--- src/sv/dsdo_pkg.sv ---
// ----------------------------------------------------------------------------
// Dual stack package
// Sizes, state encoding and the push plan type shared by the dual stack files.
// ----------------------------------------------------------------------------
package dsdo_pkg;

   localparam int SLOT_COUNT   = 8;
   localparam int VALUE_W      = 32;
   localparam int SLOT_INDEX_W = 3;
   localparam int IDX_W        = (SLOT_COUNT > 1) ? $clog2(SLOT_COUNT) : 1;
   localparam int CNT_W        = $clog2(SLOT_COUNT + 1);

   localparam logic SEL_LOWER = 1'b0;
   localparam logic SEL_UPPER = 1'b1;

   typedef enum logic [1:0] {
      ST_IDLE,
      ST_SHIFT,
      ST_PUT,
      ST_REPORT
   } state_type;

   // What one push does to the store and the counts.
   typedef struct packed {
      logic             ovf;
      logic             do_shift;
      logic             shift_lower;
      logic [CNT_W-1:0] span;
      logic [IDX_W-1:0] put_addr;
      logic [CNT_W-1:0] lower_count;
      logic [CNT_W-1:0] upper_count;
   } plan_type;

endpackage

--- src/sv/dsdo_channels.sv ---
// ----------------------------------------------------------------------------
// Dual stack channels
// Valid/ready interfaces for the push requests and the slot reports.
// ----------------------------------------------------------------------------
interface dsdo_req_if;
   logic                                valid;
   logic                                ready;
   logic signed [dsdo_pkg::VALUE_W-1:0] push_value;
   logic                                stack_select;

   modport source (output valid, push_value, stack_select, input ready);
   modport sink   (input valid, push_value, stack_select, output ready);
endinterface

interface dsdo_rsp_if;
   logic                                     valid;
   logic                                     ready;
   logic        [dsdo_pkg::SLOT_INDEX_W-1:0] slot_index;
   logic signed [dsdo_pkg::VALUE_W-1:0]      slot_value;
   logic                                     overflow_seen;
   logic                                     last_slot;

   modport source (output valid, slot_index, slot_value, overflow_seen, last_slot,
                   input ready);
   modport sink   (input valid, slot_index, slot_value, overflow_seen, last_slot,
                   output ready);
endinterface

--- src/sv/dsdo_plan.sv ---
// ----------------------------------------------------------------------------
// Dual stack push planner
// Decides from the counts and the selector where a push lands, whether it
// drops an oldest entry, which stack shifts and what the new counts are.
// ----------------------------------------------------------------------------
module dsdo_plan (
   input  logic [dsdo_pkg::CNT_W-1:0] lower_count,
   input  logic [dsdo_pkg::CNT_W-1:0] upper_count,
   input  logic                       stack_select,
   output dsdo_pkg::plan_type         plan
);

   logic                       full;
   logic                       shift_lower;
   logic [dsdo_pkg::CNT_W-1:0] span;
   logic [dsdo_pkg::CNT_W-1:0] slot_total;
   logic [dsdo_pkg::CNT_W-1:0] one;

   assign slot_total = dsdo_pkg::CNT_W'(dsdo_pkg::SLOT_COUNT);
   assign one        = dsdo_pkg::CNT_W'(1);
   assign full       = (lower_count + upper_count) == slot_total;

   // When the pushing stack is empty the other one gives up its base entry,
   // so the shift always runs over whichever stack loses an entry.
   assign shift_lower = (stack_select == dsdo_pkg::SEL_UPPER) ?
                        (upper_count == '0) : (lower_count != '0);
   assign span        = shift_lower ? lower_count : upper_count;

   always_comb begin
      plan.ovf         = full;
      plan.shift_lower = shift_lower;
      plan.span        = span;
      plan.do_shift    = full && (span > one);
      plan.lower_count = lower_count;
      plan.upper_count = upper_count;
      if (!full) begin
         if (stack_select == dsdo_pkg::SEL_UPPER) begin
            plan.put_addr    = dsdo_pkg::IDX_W'(slot_total - one - upper_count);
            plan.upper_count = upper_count + one;
         end else begin
            plan.put_addr    = dsdo_pkg::IDX_W'(lower_count);
            plan.lower_count = lower_count + one;
         end
      end else begin
         if (shift_lower) begin
            plan.put_addr = dsdo_pkg::IDX_W'(span - one);
         end else begin
            plan.put_addr = dsdo_pkg::IDX_W'(slot_total - span);
         end
         if (stack_select == dsdo_pkg::SEL_LOWER && lower_count == '0) begin
            plan.lower_count = one;
            plan.upper_count = upper_count - one;
         end else if (stack_select == dsdo_pkg::SEL_UPPER && upper_count == '0) begin
            plan.upper_count = one;
            plan.lower_count = lower_count - one;
         end
      end
   end

endmodule

--- src/sv/dual_stack_drop_oldest.sv ---
// ----------------------------------------------------------------------------
// Dual stack with drop-oldest overflow
// Two push-only stacks in one slot memory, reporting every slot after a push.
// ----------------------------------------------------------------------------
// Usage:
// Each item on req_chan pushes push_value onto the lower stack (stack_select
// 0, growing up from slot 0) or the upper stack (1, growing down from the last
// slot). A push into a full store drops the pushing stack's oldest entry, or
// the other stack's oldest when the pushing stack is empty.
// After every push, rsp_chan carries SLOT_COUNT items, slots in index order,
// with 0 for empty slots, the overflow flag and last_slot on the final one.
// One item is in work at a time: req_chan.ready is high only while idle.
// After a push is accepted, an overflow shift runs first if needed, then the
// put state writes the new value and the report reads begin. The shift moves
// the losing stack's remaining entries one slot closer to its base. The single
// read port of the slot memory is used one entry per cycle by both the shift
// and the report, the report only while the receiver is not stalling.
// A stalled receiver holds the current report in the read register; no
// further reads are issued until it is taken.
// Reset clears the counts and returns to idle. The memory is not swept:
// slots outside both stacks report as 0 from the counts, whatever they hold.
// ----------------------------------------------------------------------------
module dual_stack_drop_oldest (
   input  logic        clock,
   input  logic        reset,
   dsdo_req_if.sink    req_chan,
   dsdo_rsp_if.source  rsp_chan
);

   localparam int IDX_W = dsdo_pkg::IDX_W;
   localparam int CNT_W = dsdo_pkg::CNT_W;

   dsdo_pkg::state_type state_ff, state_in;
   dsdo_pkg::plan_type  plan;

   logic [CNT_W-1:0]                    lower_count_ff, lower_count_in;
   logic [CNT_W-1:0]                    upper_count_ff, upper_count_in;
   logic signed [dsdo_pkg::VALUE_W-1:0] value_ff, value_in;
   logic                                ovf_ff, ovf_in;
   logic                                shift_lower_ff, shift_lower_in;
   logic [CNT_W-1:0]                    span_ff, span_in;
   logic [IDX_W-1:0]                    put_addr_ff, put_addr_in;
   logic [CNT_W-1:0]                    step_ff, step_in;
   logic                                pend_ff, pend_in;
   logic [IDX_W-1:0]                    pend_addr_ff, pend_addr_in;
   logic                                rd_valid_ff, rd_valid_in;
   logic [IDX_W-1:0]                    out_idx_ff, out_idx_in;
   logic                                out_empty_ff, out_empty_in;
   logic signed [dsdo_pkg::VALUE_W-1:0] rd_data_ff;

   logic signed [dsdo_pkg::VALUE_W-1:0] mem [dsdo_pkg::SLOT_COUNT];
   logic                                mem_re;
   logic [IDX_W-1:0]                    mem_raddr;
   logic                                mem_we;
   logic [IDX_W-1:0]                    mem_waddr;
   logic signed [dsdo_pkg::VALUE_W-1:0] mem_wdata;

   logic             req_fire;
   logic             rsp_fire;
   logic             shift_done;
   logic             report_more;
   logic [IDX_W-1:0] step_idx;
   logic [IDX_W-1:0] last_idx;

   dsdo_plan u_plan (
      .lower_count  (lower_count_ff),
      .upper_count  (upper_count_ff),
      .stack_select (req_chan.stack_select),
      .plan         (plan)
   );

   assign req_fire    = req_chan.valid && req_chan.ready;
   assign rsp_fire    = rd_valid_ff && rsp_chan.ready;
   assign step_idx    = step_ff[IDX_W-1:0];
   assign last_idx    = IDX_W'(dsdo_pkg::SLOT_COUNT - 1);
   assign shift_done  = step_ff == (span_ff - CNT_W'(1));
   assign report_more = step_ff != CNT_W'(dsdo_pkg::SLOT_COUNT);

   // Next state.
   always_comb begin
      state_in = state_ff;
      unique case (state_ff)
         dsdo_pkg::ST_IDLE: begin
            if (req_fire) begin
               state_in = plan.do_shift ? dsdo_pkg::ST_SHIFT : dsdo_pkg::ST_PUT;
            end
         end
         dsdo_pkg::ST_SHIFT: begin
            if (shift_done) begin
               state_in = dsdo_pkg::ST_PUT;
            end
         end
         dsdo_pkg::ST_PUT: begin
            state_in = dsdo_pkg::ST_REPORT;
         end
         dsdo_pkg::ST_REPORT: begin
            if (rsp_fire && out_idx_ff == last_idx) begin
               state_in = dsdo_pkg::ST_IDLE;
            end
         end
         default: begin
            state_in = dsdo_pkg::ST_IDLE;
         end
      endcase
   end

   // Memory control and datapath.
   always_comb begin
      lower_count_in = lower_count_ff;
      upper_count_in = upper_count_ff;
      value_in       = value_ff;
      ovf_in         = ovf_ff;
      shift_lower_in = shift_lower_ff;
      span_in        = span_ff;
      put_addr_in    = put_addr_ff;
      step_in        = step_ff;
      pend_in        = 1'b0;
      pend_addr_in   = pend_addr_ff;
      rd_valid_in    = rd_valid_ff;
      out_idx_in     = out_idx_ff;
      out_empty_in   = out_empty_ff;
      mem_re         = 1'b0;
      mem_raddr      = '0;
      mem_we         = 1'b0;
      mem_waddr      = '0;
      mem_wdata      = rd_data_ff;

      // A shift read lands in the read register and is written back from there
      // in the next cycle, one slot closer to the stack's base.
      if (pend_ff) begin
         mem_we    = 1'b1;
         mem_waddr = pend_addr_ff;
      end

      unique case (state_ff)
         dsdo_pkg::ST_IDLE: begin
            if (req_fire) begin
               value_in       = req_chan.push_value;
               ovf_in         = plan.ovf;
               shift_lower_in = plan.shift_lower;
               span_in        = plan.span;
               put_addr_in    = plan.put_addr;
               lower_count_in = plan.lower_count;
               upper_count_in = plan.upper_count;
               step_in        = '0;
            end
         end
         dsdo_pkg::ST_SHIFT: begin
            if (!shift_done) begin
               mem_re  = 1'b1;
               pend_in = 1'b1;
               if (shift_lower_ff) begin
                  mem_raddr    = step_idx + IDX_W'(1);
                  pend_addr_in = step_idx;
               end else begin
                  mem_raddr    = IDX_W'(dsdo_pkg::SLOT_COUNT - 2) - step_idx;
                  pend_addr_in = last_idx - step_idx;
               end
               step_in = step_ff + CNT_W'(1);
            end
         end
         dsdo_pkg::ST_PUT: begin
            mem_we      = 1'b1;
            mem_waddr   = put_addr_ff;
            mem_wdata   = value_ff;
            step_in     = '0;
            rd_valid_in = 1'b0;
         end
         dsdo_pkg::ST_REPORT: begin
            if (report_more && (!rd_valid_ff || rsp_chan.ready)) begin
               mem_re       = 1'b1;
               mem_raddr    = step_idx;
               rd_valid_in  = 1'b1;
               out_idx_in   = step_idx;
               out_empty_in = (step_ff >= lower_count_ff) &&
                              (step_ff < (CNT_W'(dsdo_pkg::SLOT_COUNT) - upper_count_ff));
               step_in      = step_ff + CNT_W'(1);
            end else if (rsp_fire) begin
               rd_valid_in = 1'b0;
            end
         end
         default: begin
         end
      endcase
   end

   always_ff @(posedge clock) begin
      if (reset) begin
         state_ff       <= dsdo_pkg::ST_IDLE;
         lower_count_ff <= '0;
         upper_count_ff <= '0;
         step_ff        <= '0;
         pend_ff        <= 1'b0;
         rd_valid_ff    <= 1'b0;
      end else begin
         state_ff       <= state_in;
         lower_count_ff <= lower_count_in;
         upper_count_ff <= upper_count_in;
         step_ff        <= step_in;
         pend_ff        <= pend_in;
         rd_valid_ff    <= rd_valid_in;
      end
   end

   always_ff @(posedge clock) begin
      value_ff       <= value_in;
      ovf_ff         <= ovf_in;
      shift_lower_ff <= shift_lower_in;
      span_ff        <= span_in;
      put_addr_ff    <= put_addr_in;
      pend_addr_ff   <= pend_addr_in;
      out_idx_ff     <= out_idx_in;
      out_empty_ff   <= out_empty_in;
   end

   // Slot memory: one write port, one registered read port.
   always_ff @(posedge clock) begin
      if (mem_we) begin
         mem[mem_waddr] <= mem_wdata;
      end
      if (mem_re) begin
         rd_data_ff <= mem[mem_raddr];
      end
   end

   assign req_chan.ready         = state_ff == dsdo_pkg::ST_IDLE;
   assign rsp_chan.valid         = rd_valid_ff;
   assign rsp_chan.slot_index    = dsdo_pkg::SLOT_INDEX_W'(out_idx_ff);
   assign rsp_chan.slot_value    = out_empty_ff ? '0 : rd_data_ff;
   assign rsp_chan.overflow_seen = ovf_ff;
   assign rsp_chan.last_slot     = out_idx_ff == last_idx;

`ifndef SYNTHESIS
   a_count_bound: assert property (@(posedge clock) disable iff (reset)
      ({1'b0, lower_count_ff} + {1'b0, upper_count_ff}) <= (CNT_W + 1)'(dsdo_pkg::SLOT_COUNT))
      else $error("stack counts exceed the slot count");

   a_ovf_keeps_total: assert property (@(posedge clock) disable iff (reset)
      req_fire && plan.ovf |=> (lower_count_ff + upper_count_ff) ==
                               $past(lower_count_ff + upper_count_ff))
      else $error("overflow push changed the total entry count");

   a_report_in_state: assert property (@(posedge clock) disable iff (reset)
      rd_valid_ff |-> state_ff == dsdo_pkg::ST_REPORT)
      else $error("report item shown outside the report phase");

   a_shift_no_clash: assert property (@(posedge clock) disable iff (reset)
      mem_we && mem_re |-> mem_waddr != mem_raddr)
      else $error("shift read and write hit the same slot");

   a_shift_on_ovf: assert property (@(posedge clock) disable iff (reset)
      state_ff == dsdo_pkg::ST_SHIFT |-> ovf_ff)
      else $error("shift running without an overflow");
`endif

endmodule
--- src/flat_wrapper.sv ---
// flat-port wrapper written by rule: the top's interface ports become plain ports
module dual_stack_drop_oldest_flat 
  (clock, reset, req_chan_valid, req_chan_push_value, req_chan_stack_select, req_chan_ready, rsp_chan_valid, rsp_chan_slot_index, rsp_chan_slot_value, rsp_chan_overflow_seen, rsp_chan_last_slot, rsp_chan_ready);
  dsdo_req_if req_chan_i ();
  dsdo_rsp_if rsp_chan_i ();
  input  logic clock;
  input  logic reset;
  input wire logic [$bits(req_chan_i.valid)-1:0] req_chan_valid;
  input wire logic [$bits(req_chan_i.push_value)-1:0] req_chan_push_value;
  input wire logic [$bits(req_chan_i.stack_select)-1:0] req_chan_stack_select;
  output wire logic [$bits(req_chan_i.ready)-1:0] req_chan_ready;
  output wire logic [$bits(rsp_chan_i.valid)-1:0] rsp_chan_valid;
  output wire logic [$bits(rsp_chan_i.slot_index)-1:0] rsp_chan_slot_index;
  output wire logic [$bits(rsp_chan_i.slot_value)-1:0] rsp_chan_slot_value;
  output wire logic [$bits(rsp_chan_i.overflow_seen)-1:0] rsp_chan_overflow_seen;
  output wire logic [$bits(rsp_chan_i.last_slot)-1:0] rsp_chan_last_slot;
  input wire logic [$bits(rsp_chan_i.ready)-1:0] rsp_chan_ready;
  assign req_chan_i.valid = req_chan_valid;
  assign req_chan_i.push_value = req_chan_push_value;
  assign req_chan_i.stack_select = req_chan_stack_select;
  assign req_chan_ready = req_chan_i.ready;
  assign rsp_chan_valid = rsp_chan_i.valid;
  assign rsp_chan_slot_index = rsp_chan_i.slot_index;
  assign rsp_chan_slot_value = rsp_chan_i.slot_value;
  assign rsp_chan_overflow_seen = rsp_chan_i.overflow_seen;
  assign rsp_chan_last_slot = rsp_chan_i.last_slot;
  assign rsp_chan_i.ready = rsp_chan_ready;
  dual_stack_drop_oldest u_core (.clock(clock), .reset(reset), .req_chan(req_chan_i), .rsp_chan(rsp_chan_i));
endmodule
--- config.mk ---
export PLATFORM = sky130hd
export DESIGN_NAME = dual_stack_drop_oldest_flat
export DESIGN_NICKNAME = d
export VERILOG_FILES = /design/src/sv/dsdo_pkg.sv /design/src/sv/dsdo_channels.sv /design/src/sv/dsdo_plan.sv /design/src/sv/dual_stack_drop_oldest.sv /design/src/flat_wrapper.sv
export SDC_FILE = /design/constraint.sdc
export NUM_CORES = 1
export LEC_CHECK = 0
export BUFFER_PORTS_ARGS = -buffer_cell sky130_fd_sc_hd__clkbuf_2
export CAP_MARGIN = 5
export CORE_ASPECT_RATIO = 1.4
export CORE_MARGIN = 4
export CORE_UTILIZATION = 35
export CTS_BUF_LIST = sky130_fd_sc_hd__clkbuf_4 sky130_fd_sc_hd__clkbuf_8
export CTS_CLUSTER_DIAMETER = 50
export DETAILED_ROUTE_END_ITERATION = 6
export PLACE_DENSITY_LB_ADDON = 0.25
export SYNTH_ARGS = -nofsm -noshare
export SYNTH_HDL_FRONTEND = slang
export SYNTH_SLANG_ARGS = --single-unit
export TNS_END_PERCENT = 100
--- constraint.sdc ---
create_clock -name clock -period 8.2 [get_ports clock]
set_input_delay 0.41 -clock clock [delete_from_list [all_inputs] [get_ports clock]]
set_output_delay 0.41 -clock clock [all_outputs]
set_load 0.02 [all_outputs]
# Word level (Yosys, flattened, before mapping)

Memory sizes are Yosys's and may differ from the RTL's. A register that Yosys moved wholly into a read port is not among the register bits.
Cells that the tools add are included.

$add $sub $neg: 14
$lt $le $gt $ge: 3
Equality and inequality tests: 15
Multiplexer cells: 37
Bitwise logic cells: 3
Reductions and logical operators: 25

Operators by type and width:

| cell                                             | number |
|---|---|
| two-way mux 32 bit                               | 2 |
| two-way mux 3 bit                                | 8 |
| two-way mux 4 bit                                | 6 |
| two-way mux 8 bit                                | 2 |
| case mux 4 bit (4 select lines)                  | 1 |
| adder 4 x 1 -> 4 bit, second input constant      | 3 |
| subtractor 4 x 1 -> 4 bit, second input constant | 3 |
| two-way mux 11 bit                               | 1 |
| two-way mux 1 bit                                | 9 |
| subtractor 3 bit, first input constant           | 3 |
| logical AND 1 bit                                | 8 |
| logical NOT 4 bit                                | 2 |
| two-way mux 2 bit                                | 4 |
| != test 2 x 1 -> 1 bit, second input constant    | 4 |
| case mux 2 bit (4 select lines)                  | 1 |
| AND reduction 2 bit                              | 4 |
| AND reduction 4 bit                              | 2 |
| != test 3 x 1 -> 1 bit, second input constant    | 2 |
| case mux 3 bit (2 select lines)                  | 1 |
| AND reduction 3 bit                              | 2 |
| adder 4 bit                                      | 1 |
| == test 2 bit, second input constant             | 2 |
| == test 4 bit                                    | 1 |
| == test 4 bit, second input constant             | 1 |
| 19 further kinds                                 | 24 |

Bits in registers: 64
Bits in writable memories: 256
Bits of input ports: 37
Output and inout bits: 39
Word-level logic and storage cells: 112
Memories kept: 1

Memories:

| memory     | words | width | read ports | clocked after memory_dff | write ports | RTL line                     | text |
|---|---|---|---|---|---|---|---|
| u_core.mem | 8     | 32    | 1          | 1                        | 1           | dual_stack_drop_oldest.sv:51 | `logic signed [dsdo_pkg::VALUE_W-1:0] mem [dsdo_pkg::SLOT_COUNT];` |

# Logic depth before layout (Yosys ltp)

Depth in word-level cells: 8
Gate-level depth with buffers: 15
Mapped depth without buffers: 13

# Modules after synthesis

Synthesis repeated with hierarchy kept, for this count alone.

Cells, all modules: 1060
Area, all modules: 15566.2 sq um

By module, submodules not included:

| module                 | instances | cells each | area an instance (sq um) | seq. area each (sq um) |
|---|---|---|---|---|
| dual_stack_drop_oldest | 1         | 941        | 14734.1                  | 10410.0 |
| dsdo_plan              | 1         | 119        | 832.0                    | 0.0 |

# Worst setup path before layout

OpenSTA, ideal clock, no wires.

Kind: flip-flop to flip-flop
Start: register u_core.state_ff[0]
End: memory u_core.mem[3][0] in the netlist's numbering (enable)
Arrival: 3.538 ns
Required time: 7.739 ns
Path slack: 4.201 ns
Stages on the path, launching flop included: 7
Buffers on the path: 2
Period minus slack after synthesis: 3.999 ns
Path through: dfxtp_1 -> inv_1 -> ha_1 -> clkbuf_1 -> clkbuf_1 -> a22oi_1 -> nor3_1

Word-level cells in the longest chain between the ends: 4
Elaborated cells on any way between the ends: 5
Those cells by class: 1 x eq/ne; 4 x mux

RTL lines:

| what                                    | RTL line                      | text |
|---|---|---|
| start: declaration                      | dual_stack_drop_oldest.sv:33  | `dsdo_pkg::state_type state_ff, state_in;` |
| start signal: assignment                | dual_stack_drop_oldest.sv:189 | `state_ff <= dsdo_pkg::ST_IDLE;` |
| start signal: assignment                | dual_stack_drop_oldest.sv:196 | `state_ff <= state_in;` |
| == test 2 bit (*)                       | dual_stack_drop_oldest.sv:135 | `unique case (state_ff)` |
| two-way mux 1 bit                       | dual_stack_drop_oldest.sv:135 |  |
| two-way mux 1 bit                       | dual_stack_drop_oldest.sv:218 | `if (mem_we) begin` |
| two-way mux 1 bit (implied by the code) | dual_stack_drop_oldest.sv:219 | `mem[mem_waddr] <= mem_wdata;` |
| end: declaration                        | dual_stack_drop_oldest.sv:51  |  |

Mark *: on every way between the ends. The rest lies on a longest branch, timed or not.

# Final worst setup path

Start: register u_core.step_ff[0]
End: register u_core.rd_data_ff[18] in the netlist's numbering, read port of u_core.mem (data pin)

Word-level cells in the longest chain between the ends: 4
Elaborated cells on any way between the ends: 12
Those cells by class: 2 x add/sub; 2 x eq/ne; 7 x mux; 1 x reduce/logical

RTL lines:

| what                                                                                      | RTL line                                                     | text |
|---|---|---|
| start: declaration                                                                        | dual_stack_drop_oldest.sv:43                                 | `logic [CNT_W-1:0] step_ff, step_in;` |
| start signal: assignment                                                                  | dual_stack_drop_oldest.sv:199                                | `step_ff <= step_in;` |
| subtractor 3 bit, or another cell as far along                                            | dual_stack_drop_oldest.sv:156                                | `mem_raddr = IDX_W'(dsdo_pkg::SLOT_COUNT - 2) - step_idx;` |
| two-way mux 3 bit / logical AND 1 bit (equally long branches)                             | dual_stack_drop_oldest.sv:152, dual_stack_drop_oldest.sv:170 |  |
| two-way mux 3 bit, or another cell as far along                                           | dual_stack_drop_oldest.sv:149                                | `if (!shift_done) begin` |
| case mux 3 bit (2 select lines) / case mux 1 bit (2 select lines) (equally long branches) | dual_stack_drop_oldest.sv:135                                |  |
| end: declaration                                                                          | dual_stack_drop_oldest.sv:49                                 | `logic signed [dsdo_pkg::VALUE_W-1:0] rd_data_ff;` |

Several ways; a longest one is shown, not always the timed one.
A chain may end at the register's enable or synchronous reset.

==> results.toml <==
[routing]
drtIter0Drc = 1412
vias = 15401
postRouteAntennaNets = 0
wl_per_cell_um = 27.1
vias_per_cell = 6.65
drcViolationCount = 0
routed_wl_mm = 62.7
firstDrtPassIters = 6

[power]
combPwrFrac = 0.446
intPower_mw = 4.58
clkPwrFrac = 0.194
ir_drop_mv = 0.270
seqPwrFrac = 0.360
power.static_leakage_nw = 7.45
switching_power_mw = 3.24
pwr_density_cell_mw_per_mm2 = 356
p_sw_frac = 0.414

[logic_synthesis]
synth_compound_area_frac = 0.275
synth-xor-area-share = 0.00914
ys.flop_type = "edfxtp_1"
synth_adder_area_share = 0.0162
synth_area_leader_cell = "edfxtp_1"
netlist_instances = 1549
ys_ff_latch = 352
yosys-top-cells-area = "edfxtp_1, a32o_1, o311a_1, a32oi_1, mux2_2"
synth_top_area_frac = 0.512
syn_area_sq_mm = 0.0197
ys_types = 60
synthMuxAreaShare = 0.0732
synth-simple-area-share = 0.0485
syn_nets = 1611
ys.warnings.count = 0
synth_top_family_by_area = "compound AO/OA/AOI/OAI gates"
async_flop_share = 0
synth.avg_cell_area_sq_um = 12.7
synth_edf_count = 336
synth_seq_area_share = 0.528

[floorplanning]
coreArea_sq_mm = 0.0555
start_util = 0.355
die_area_sq_mm = 0.0603
pin_count = 76
dieHeight_um = 289
fp.dieW_um = 209
rows = 102

[global_route]
grt_pass1_wl_mm = 95.3
grt.total_usage = 0.198
grt_max_degree = 133
grt_remaining_overflow = 0
grt_pass1_vias = 15969
grt_antenna_before_repair = 1

[place]
port_buffers = 75
post-place-ws_ns = 4.14
gp_congestion = 0.786
place_hpwl_mm = 29.9

[timing]
setup_viol = 0
worst_pin_slew_ns = 1.22
finalClockSkew_ns = 0.0251
fmax_mhz = 240
slew_headroom = 0.189
fin_crit_ns = 4.16
maxSlewViolCount = 0
rsz0062_at_grt = "no"
min_period_over_period = 0.508
worst_slack_ns = 4.04
fin_tns_setup_ns = 0
hold_viol_final = 0

[worst_hold_path]
holdPathEnd = "u_core.rsp_chan.valid"
hp-start = "rsp_chan_ready"
min_path_type = "in -> reg"
holdPathStages = 4

[clocking]
h-tree-depth = 2
postCtsHoldBufs = 32
clkSinkCount = 352
cts-buffers-inserted = 57
cts_setup_buffers = 0
clock_latency_ns = 0.64
clock_path_buffers = 3
path_clk_slew_ns = 0.06
cts_tree = "done"
cts_resized = 0
root_buffer = "clkbuf_8"

[job]
drv_cap = 0

[setup_path]
endpoint_kind = "flip-flop"
path_cells = "inv_1, ha_1, and3b_4, buf_4, nor3_2, buf_4, a32o_1, a311oi_1, mux2i_1, mux2_2"
crit_type = "reg -> reg"
r2r_start = "u_core.step_ff[0]"
cpMostUsedCell = "buf_4"
slowest_stage = "buf_4"
crit_start = "u_core.step_ff[0]"
critical_path_buf_inv_count = 3
r2r_cells = 10
slowest_delay_ns = 0.68
worstPathRequired_ns = 8.59
crit_family = "buffers and inverters"
crit_fanout = 90
r2r_setup_slack_ns = 4.04
worstReg2RegEnd = "u_core.rd_data_ff[18]"
cp.arrival_ns = 4.55
start_kind = "flip-flop"

[layout]
fin_nets = 1606
final_common_cell = "edfxtp_1"
fillers = 5226
drive_above_1_share = 0.184
area_growth_pct = 11.4
layout_common_cells = "edfxtp_1, a32oi_1, a32o_1"

[run_status]
status = "completed"
-- through the flow --
step	utilization	hold WS, ns	cell area (sq um)	std cells	power (mW)
final	0.396	0.193	22000	2315	7.82
after global routing	0.396	0.175	22000	2315	8.22
after CTS	0.396	0.154	22000	2314	7.84
after detailed placement	0.370	0.513	20600	2181	6.29
after global placement	0.370	0.493	20600	2181	6.24
after floorplan	-	0.431	19700	1549	5.23
-- final cells by class --
cell class	count	area, sq um	area share
clock inverter	25	136	0.00621
multi-input combinational	967	8500	0.387
inverter	26	97.6	0.00444
antenna	1	2.50	0.000114
clock buffer	76	952	0.0433
timing repair buffer	140	956	0.0435
sequential	352	10400	0.474
tap	728	911	0.0415
-- routing by layer --
metal	routed length [um]	share of wire	GRT usage	vias to the layer above
met4	1890	0.030	0.0779	0
li1	-	-	-	6617
met5	0	0	0	-
met1	26200	0.42	0.254	7925
met3	3850	0.061	0.0253	134
met2	30700	0.49	0.342	725
-- worst min-delay path, cell delays in order --
cell      delay (ns)
clkbuf_2        0.15
mux2i_1         0.09
nand2_1         0.06
a21oi_1         0.05
-- flip-flops by register name, summed over array words and instances, names as in the netlist --
name	flops
u_core.value_ff	32
u_core.put_addr_ff	3
u_core.rsp_chan.overflow_seen	1
u_core.rsp_chan.slot_index	3
u_core.span_ff	4
u_core.pend_ff	1
u_core.upper_count_ff	4
u_core.lower_count_ff	4
u_core.step_ff	4
u_core.state_ff	2
u_core.rd_data_ff	32
u_core.mem	256
u_core.pend_addr_ff	3
u_core.rsp_chan.valid	1
u_core.shift_lower_ff	1
u_core.out_empty_ff	1
-- cell usage after synthesis, drive strengths merged (10+ instances only) --
| cell type | count |
|---|---|
| a21oi | 12 |
| a311oi | 67 |
| a32o | 129 |
| a32oi | 130 |
| buf | 44 |
| clkbuf | 160 |
| dfxtp | 16 |
| edfxtp | 336 |
| ha | 24 |
| inv | 25 |
| mux2 | 65 |
| mux2i | 71 |
| nand2 | 90 |
| nand3 | 10 |
| nor2 | 26 |
| nor2b | 36 |
| nor3 | 12 |
| o211a | 65 |
| o21ai | 14 |
| o311a | 128 |
| xnor2 | 11 |
-- kinds of logic after synthesis --
group,count (synthesis)
fa+ha+maj,25
mux,136
flops,352
buf+inv,230
xor+xnor,19
simple gates,199
compound gates,588
-- power by group through the flow --
stage	clock (mW)	combinational, mW	sequential, mW
floorplan	0	2.47	2.76
global placement	0	3.40	2.84
detailed placement	0	3.45	2.85
CTS	1.55	3.47	2.82
global route	1.64	3.74	2.85
finish	1.52	3.49	2.82
-- worst max-delay path by stage --
stage                     cells after the start  slack [ns]                    end
after floorplan                               6        4.20       u_core.mem[3][0]
after global placement                       10        4.20  u_core.rd_data_ff[18]
after detailed placement                     10        4.14  u_core.rd_data_ff[18]
after CTS                                    10        4.13  u_core.rd_data_ff[18]
after global routing                         10        3.92  u_core.rd_data_ff[18]
final                                        10        4.04  u_core.rd_data_ff[18]
(Power assumes the default switching activity.)
